<file path="src/rtl/core/iss_pkg.sv">
// iss_pkg: shared types and constants for the indexed sequence store.
// Used by iss_cell and indexed_sequence_store; no dependencies.
package iss_pkg;

	localparam int CAPACITY = 16;
	localparam int DATA_W   = 32;
	localparam int POS_W    = 5;
	localparam int CNT_W    = $clog2(CAPACITY + 1);
	localparam int IDX_W    = $clog2(CAPACITY);
	localparam int CMP_W    = (POS_W > CNT_W) ? POS_W : CNT_W;

	typedef enum logic [1:0] {
		MODE_READ   = 2'd0,
		MODE_WRITE  = 2'd1,
		MODE_INSERT = 2'd2,
		MODE_DELETE = 2'd3
	} mode_t;

	typedef enum logic [1:0] {
		ST_OK    = 2'd0,
		ST_FULL  = 2'd1,
		ST_EMPTY = 2'd2,
		ST_INDEX = 2'd3
	} status_t;

	// Broadcast to every cell; strobes are only set for a successful transaction
	typedef struct packed {
		logic             wr;
		logic             ins;
		logic             del;
		logic [POS_W-1:0] pos;
	} cell_cmd_t;

endpackage

</file>
<file path="src/rtl/core/iss_cell.sv">
// iss_cell: one list slot; holds one element and shifts with its neighbours.
// Depends on iss_pkg.
module iss_cell (
	input  logic                                   clk,
	input  logic [iss_pkg::IDX_W-1:0]              idx,
	input  iss_pkg::cell_cmd_t                     cmd,
	input  logic signed [iss_pkg::DATA_W-1:0]      data_in,
	input  logic signed [iss_pkg::DATA_W-1:0]      left_val,
	input  logic signed [iss_pkg::DATA_W-1:0]      right_val,
	output logic signed [iss_pkg::DATA_W-1:0]      val,
	output logic signed [iss_pkg::DATA_W-1:0]      rd_tap
);

	logic signed [iss_pkg::DATA_W-1:0] val_q;
	logic signed [iss_pkg::DATA_W-1:0] val_d;
	logic [iss_pkg::POS_W-1:0]         idx_ext;
	logic                              hit;
	logic                              above;

	assign idx_ext = iss_pkg::POS_W'(idx);
	assign hit     = (idx_ext == cmd.pos);
	assign above   = (idx_ext > cmd.pos);

	always_comb begin
		val_d = val_q;
		if (cmd.wr && hit) begin
			val_d = data_in;
		end else if (cmd.ins) begin
			if (hit) begin
				val_d = data_in;
			end else if (above) begin
				val_d = left_val;
			end
		end else if (cmd.del && (hit || above)) begin
			// slots past the old end pick up stale data; never read
			val_d = right_val;
		end
	end

	always_ff @(posedge clk) begin
		val_q <= val_d;
	end

	assign val    = val_q;
	assign rd_tap = hit ? val_q : '0;

endmodule

</file>
<file path="src/rtl/core/indexed_sequence_store.sv">
// indexed_sequence_store: fixed-capacity ordered list built as a row of cells.
// Result: registered when the request transaction is accepted.
// Throughput: one transaction per cycle unless held off; insert and delete shift every cell at once.
// Request is held off only while an earlier result is stalled.
// Reset clears the element count and the result valid; element storage is not cleared.
// Depends on iss_pkg and iss_cell.
module indexed_sequence_store (
	input  logic                                   clk,
	input  logic                                   arst_n,
	input  logic                                   req_valid,
	output logic                                   req_stall,
	input  logic [1:0]                             mode,
	input  logic [iss_pkg::POS_W-1:0]              position,
	input  logic signed [iss_pkg::DATA_W-1:0]      data_in,
	output logic                                   rsp_valid,
	input  logic                                   rsp_stall,
	output logic signed [iss_pkg::DATA_W-1:0]      data_out,
	output logic [iss_pkg::CNT_W-1:0]              count,
	output logic [1:0]                             status
);

	logic [iss_pkg::CNT_W-1:0]          n_q;
	logic [iss_pkg::CNT_W-1:0]          n_d;
	logic                               rsp_valid_q;
	logic signed [iss_pkg::DATA_W-1:0]  data_out_q;
	logic [iss_pkg::CNT_W-1:0]          count_q;
	iss_pkg::status_t                   status_q;
	iss_pkg::status_t                   status_d;
	iss_pkg::mode_t                     mode_r;
	iss_pkg::cell_cmd_t                 cmd;
	logic                               accept;
	logic [iss_pkg::CMP_W-1:0]          pos_c;
	logic [iss_pkg::CMP_W-1:0]          n_c;
	logic signed [iss_pkg::DATA_W-1:0]  rd_val;
	logic signed [iss_pkg::DATA_W-1:0]  rd_d;

	logic signed [iss_pkg::DATA_W-1:0]  cell_val [iss_pkg::CAPACITY];
	logic signed [iss_pkg::DATA_W-1:0]  cell_rd  [iss_pkg::CAPACITY];

	assign req_stall = rsp_valid_q && rsp_stall;
	assign accept    = req_valid && !req_stall;
	assign mode_r    = iss_pkg::mode_t'(mode);
	assign pos_c     = iss_pkg::CMP_W'(position);
	assign n_c       = iss_pkg::CMP_W'(n_q);

	always_comb begin
		status_d = iss_pkg::ST_OK;
		n_d      = n_q;
		cmd.wr   = 1'b0;
		cmd.ins  = 1'b0;
		cmd.del  = 1'b0;
		cmd.pos  = position;
		case (mode_r)
			iss_pkg::MODE_READ: begin
				if (pos_c >= n_c) status_d = iss_pkg::ST_INDEX;
			end
			iss_pkg::MODE_WRITE: begin
				if (pos_c >= n_c) status_d = iss_pkg::ST_INDEX;
				else cmd.wr = accept;
			end
			iss_pkg::MODE_INSERT: begin
				if (n_c == iss_pkg::CMP_W'(iss_pkg::CAPACITY)) begin
					status_d = iss_pkg::ST_FULL;
				end else if (pos_c > n_c) begin
					status_d = iss_pkg::ST_INDEX;
				end else begin
					cmd.ins = accept;
					n_d     = n_q + 1'b1;
				end
			end
			iss_pkg::MODE_DELETE: begin
				if (n_q == '0) begin
					status_d = iss_pkg::ST_EMPTY;
				end else if (pos_c >= n_c) begin
					status_d = iss_pkg::ST_INDEX;
				end else begin
					cmd.del = accept;
					n_d     = n_q - 1'b1;
				end
			end
			default: status_d = iss_pkg::ST_INDEX;
		endcase
	end

	for (genvar i = 0; i < iss_pkg::CAPACITY; i++) begin : g_cell
		logic signed [iss_pkg::DATA_W-1:0] left_val;
		logic signed [iss_pkg::DATA_W-1:0] right_val;

		if (i == 0) begin : g_first
			assign left_val = data_in;
		end else begin : g_mid_l
			assign left_val = cell_val[i-1];
		end
		if (i == iss_pkg::CAPACITY - 1) begin : g_last
			assign right_val = '0;
		end else begin : g_mid_r
			assign right_val = cell_val[i+1];
		end

		iss_cell u_cell (
			.clk       (clk),
			.idx       (iss_pkg::IDX_W'(i)),
			.cmd       (cmd),
			.data_in   (data_in),
			.left_val  (left_val),
			.right_val (right_val),
			.val       (cell_val[i]),
			.rd_tap    (cell_rd[i])
		);
	end

	// at most one tap is non-zero
	always_comb begin
		rd_val = '0;
		for (int i = 0; i < iss_pkg::CAPACITY; i++) begin
			rd_val = rd_val | cell_rd[i];
		end
	end

	assign rd_d = (mode_r == iss_pkg::MODE_READ && status_d == iss_pkg::ST_OK) ? rd_val : '0;

	always_ff @(posedge clk or negedge arst_n) begin
		if (!arst_n) begin
			n_q         <= '0;
			rsp_valid_q <= 1'b0;
		end else begin
			if (accept) begin
				n_q         <= n_d;
				rsp_valid_q <= 1'b1;
			end else if (!rsp_stall) begin
				rsp_valid_q <= 1'b0;
			end
		end
	end

	always_ff @(posedge clk) begin
		if (accept) begin
			data_out_q <= rd_d;
			count_q    <= n_d;
			status_q   <= status_d;
		end
	end

	assign rsp_valid = rsp_valid_q;
	assign data_out  = data_out_q;
	assign count     = count_q;
	assign status    = status_q;

	a_count_bound: assert property (@(posedge clk) disable iff (!arst_n)
		n_q <= iss_pkg::CNT_W'(iss_pkg::CAPACITY))
		else $error("element count above capacity");

	a_count_matches: assert property (@(posedge clk) disable iff (!arst_n)
		rsp_valid_q |-> (count_q == n_q))
		else $error("result count differs from stored count");

	a_fail_keeps_count: assert property (@(posedge clk) disable iff (!arst_n)
		(accept && status_d != iss_pkg::ST_OK) |=> (n_q == $past(n_q)))
		else $error("failed transaction changed the count");

	a_insert_grows: assert property (@(posedge clk) disable iff (!arst_n)
		(accept && mode_r == iss_pkg::MODE_INSERT && status_d == iss_pkg::ST_OK)
		|=> (n_q == $past(n_q) + 1'b1))
		else $error("insert did not grow the list");

	a_stall_needs_rsp: assert property (@(posedge clk) disable iff (!arst_n)
		req_stall |-> rsp_valid_q)
		else $error("request held off with no pending result");

endmodule
</file>
<file path="config.mk">
export PLATFORM = sky130hd
export DESIGN_NAME = indexed_sequence_store
export DESIGN_NICKNAME = d
export VERILOG_FILES = /design/src/rtl/core/iss_pkg.sv /design/src/rtl/core/iss_cell.sv /design/src/rtl/core/indexed_sequence_store.sv
export SDC_FILE = /design/constraint.sdc
export NUM_CORES = 2
export LEC_CHECK = 0
export BUFFER_PORTS_ARGS = -buffer_cell sky130_fd_sc_hd__buf_2
export CORE_MARGIN = 5
export CORE_UTILIZATION = 35
export DETAILED_ROUTE_END_ITERATION = 10
export SYNTH_ARGS = -nofsm -noshare
export SYNTH_HDL_FRONTEND = slang
export SYNTH_HIERARCHICAL = 1
export SYNTH_SLANG_ARGS = --single-unit
</file>
<file path="constraint.sdc">
create_clock -name clk -period 8.4 [get_ports clk]
set_input_delay 1.68 -clock clk [delete_from_list [all_inputs] [get_ports clk]]
set_output_delay 1.68 -clock clk [all_outputs]
set_load 0.02 [all_outputs]
</file>
==> flow_metrics.env <==
export IMPL_run_status="finished clean"
export IMPL_drtAntennaViolNets=0
export IMPL_place_congestion=0.852
export IMPL_layout_drive_gt1_share_pct=8.47
export IMPL_synthToLayoutAreaGrowth_pct=7.50
export IMPL_post_cts_buffers=0
export IMPL_hold_violations=0
export IMPL_synthArstFlopShare_pct=1.08
export IMPL_relSlewSlack_pct=16.7
export IMPL_synth_area_per_cell_um2=9.48
export IMPL_grt_ovfl_total=0
export IMPL_grt_pass1_vias=32019
export IMPL_clk_latency_ns=0.64
export IMPL_drv_slew=0
export IMPL_ios=84
export IMPL_clk_pin_slew_ns=0.06
export IMPL_yosysUniqueCellTypes=61
export IMPL_rsz0062_at_grt="false"
export IMPL_routedWlPerCell_um=24.6
export IMPL_worstSetupPathType="input port to flop"
export IMPL_synth_edf_count=551
export IMPL_rrSetupSlack_ns=3.38
export IMPL_nets=4169
export IMPL_grtUsageTotal_pct=21.7
export IMPL_crit_slowest_cell="o32ai_4"
export IMPL_hold_class="flop to flop"
export IMPL_finalSetupViolations=0
export IMPL_fin_ws_ns=2.59
export IMPL_placed_cell_area_um2=40500
export IMPL_pwr_density_cell_nw_per_um2=172
export IMPL_ys_ff_latch=557
export IMPL_ys_flop_type="edfxtp_1"
export IMPL_crit_fanout=52
export IMPL_design_area_um2=42700
export IMPL_ir_worst_vdd_v=0.000136
export IMPL_syn_cell_area_um2=39700
export IMPL_rows=123
export IMPL_synth_cells=4189
export IMPL_first_pass_iters=8
export IMPL_antenna_found_initial=7
export IMPL_ctsResizeCount=0
export IMPL_drc=0
export IMPL_cts_root_buffer="clkbuf_16"
export IMPL_leakage_uw=0.0145
export IMPL_worstPathBufferInverterCount=4
export IMPL_grt_max_degree=288
export IMPL_final_common_cell="nand3_1"
export IMPL_crit_family="buffers and inverters"
export IMPL_yosys_warnings=6
export IMPL_fmax_mhz=172
export IMPL_holdBufCountCts=0
export IMPL_die_width_um=347
export IMPL_htreeDepth=3
export IMPL_grt_pass1_wl_um=207000
export IMPL_routed_via_density=6.11
export IMPL_cts_tree="built"
export IMPL_slowest_delay_ns=0.85
export IMPL_initial_utilization_pct=35.3
export IMPL_worstPathCellList="buf_2 -> inv_1 -> ha_1 -> nor2b_1 -> o221ai_2 -> nor4_4 -> buf_4 -> nor2b_1 -> nand2_2 -> o32ai_4 -> buf_4"
export IMPL_cts_made_buffers=70
export IMPL_die_h_um=347
export IMPL_fillerInstances=11144
export IMPL_drt_total_wl_um=138000
export IMPL_vias=34291
export IMPL_total_power_uw=7330
export IMPL_seq_area_frac_synth_pct=42.1
export IMPL_clk_path_buf_depth=3
export IMPL_drt_first_iter_violations=4683
export IMPL_worstMarginPinSlew_ns=1.25
export IMPL_end_kind="flop"
export IMPL_reg2reg_to="g_cell[9].u_cell/val[19]"
export IMPL_place_ws_ns=2.08
export IMPL_min_from="rsp_valid"
export IMPL_rr_worst_depth=10
export IMPL_cts_sinks=557
export IMPL_min_period_ns=5.81
export IMPL_port_buffers=83
export IMPL_core_um2=112000
export IMPL_die_area_um2=120000
export IMPL_required_ns=8.71
export IMPL_hpwl_um=81800
export IMPL_period_share_pct=69.2
export IMPL_startpoint_type="input port"
export IMPL_drv_cap=0
export IMPL_r2r_start="n_c[2]"
export IMPL_hold_depth=2
export IMPL_cp_arrival_ns=6.12
export IMPL_most_common_layout_cells="nand3_1, edfxtp_1, and2_1, nand3b_1, o211ai_1"
export IMPL_whs_endpoint="rsp_valid"
export IMPL_skew_ns=0.0264
export IMPL_finalSetupTns_ns=0
[metal layers]
metal	track usage (%)	wire [um]	up-vias
met4	5.42	3170	4
met3	3.86	12700	190
met1	31.9	61200	16956
li1	-	-	15542
met5	0	26	-
met2	33.2	60800	1599
[metrics by stage]
step / hold slack, ns / instances / utilization, %
5_1_grt: 0.575 / 5609 / 37.9
3_3_place_gp: 0.498 / 5483 / 36.0
2_1_floorplan: 0.541 / 4283 / -
3_5_place_dp: 0.512 / 5483 / 36.0
4_1_cts: 0.525 / 5609 / 37.9
6_report: 0.520 / 5611 / 37.9
[power by group]
group	total, uW	internal (uW)	switching, uW
sequential	3260	3190	74.3
clock	2980	1690	1300
combinational	1090	339	747
total	7330	5210	2120
[cell usage after synthesis (16+ instances only)]
cell type	n	share of area, %
and2b_1	16	0.30
buf_2	86	1.1
a31oi_1	18	0.28
nand3_1	995	13
nor4_1	130	2.0
ha_1	71	2.2
clkbuf_8	48	1.7
clkbuf_2	48	0.61
and4_4	16	0.45
and2_1	512	8.1
o21ai_0	18	0.23
edfxtp_1	551	42
a21oi_1	22	0.28
inv_1	76	0.72
or2b_4	16	0.45
o211ai_1	496	9.4
a21o_2	16	0.35
buf_6	49	1.4
nor2b_1	18	0.28
o22ai_1	18	0.28
o32ai_1	16	0.35
nor2_1	71	0.67
buf_4	16	0.30
and4_1	32	0.71
nand2b_1	17	0.27
nand2_1	59	0.56
clkbuf_1	196	1.9
nand3b_1	496	9.4
nor3_1	20	0.25
[how the worst max path moves through the flow]
stage / slack (ns) / startpoint / cells past startpoint / end
after global routing: 2.44 / position[0] / 11 / g_cell[8].u_cell/val[27]
final: 2.59 / position[0] / 11 / g_cell[9].u_cell/val[19]
after CTS: 2.73 / position[0] / 11 / g_cell[9].u_cell/val[19]
after detailed placement: 2.08 / position[0] / 11 / g_cell[9].u_cell/val[15]
after global placement: 2.19 / position[0] / 11 / g_cell[8].u_cell/val[14]
after floorplan: 0.36 / position[4] / 9 / g_cell[0].u_cell/val[0]
[worst min-delay path, stage by stage (launching register included)]
cell and delay [ns]:
dfrtp_1 0.34, nand2_1 0.08, nand2b_1 0.07
[registers in the layout (all words and copies together) (netlist names)]
register / count
count: 5
g_cell.u_cell/val: 512
rsp_valid: 1
data_out: 32
status: 2
n_c: 5
[logic make-up (layout without fill, tap and decap cells)]
family          Yosys count  count (layout)  synth area share [%]
simple gates           2412            2412                  36.3
compound gates          624             624                  11.7
flops                   557             557                  42.1
buf+inv                 519             345                  7.62
fa+ha+maj                71              71                  2.24
xor+xnor                  3               3                0.0662
other cells               2              98                0.0189
mux                       1               1                0.0252
[layout make-up]
class	instances	area [um2]	area share [%]
repair buffers	143	941	2.21
well taps	1500	1880	4.40
clock buffers	96	1860	4.36
flip-flops and latches	557	16700	39.1
diodes	2	5.00	0.0117
multi-input cells	3207	20700	48.5
clock inverters	30	300	0.704
inverters	76	285	0.669
Note: power is estimated with default switching activity, not from simulation.
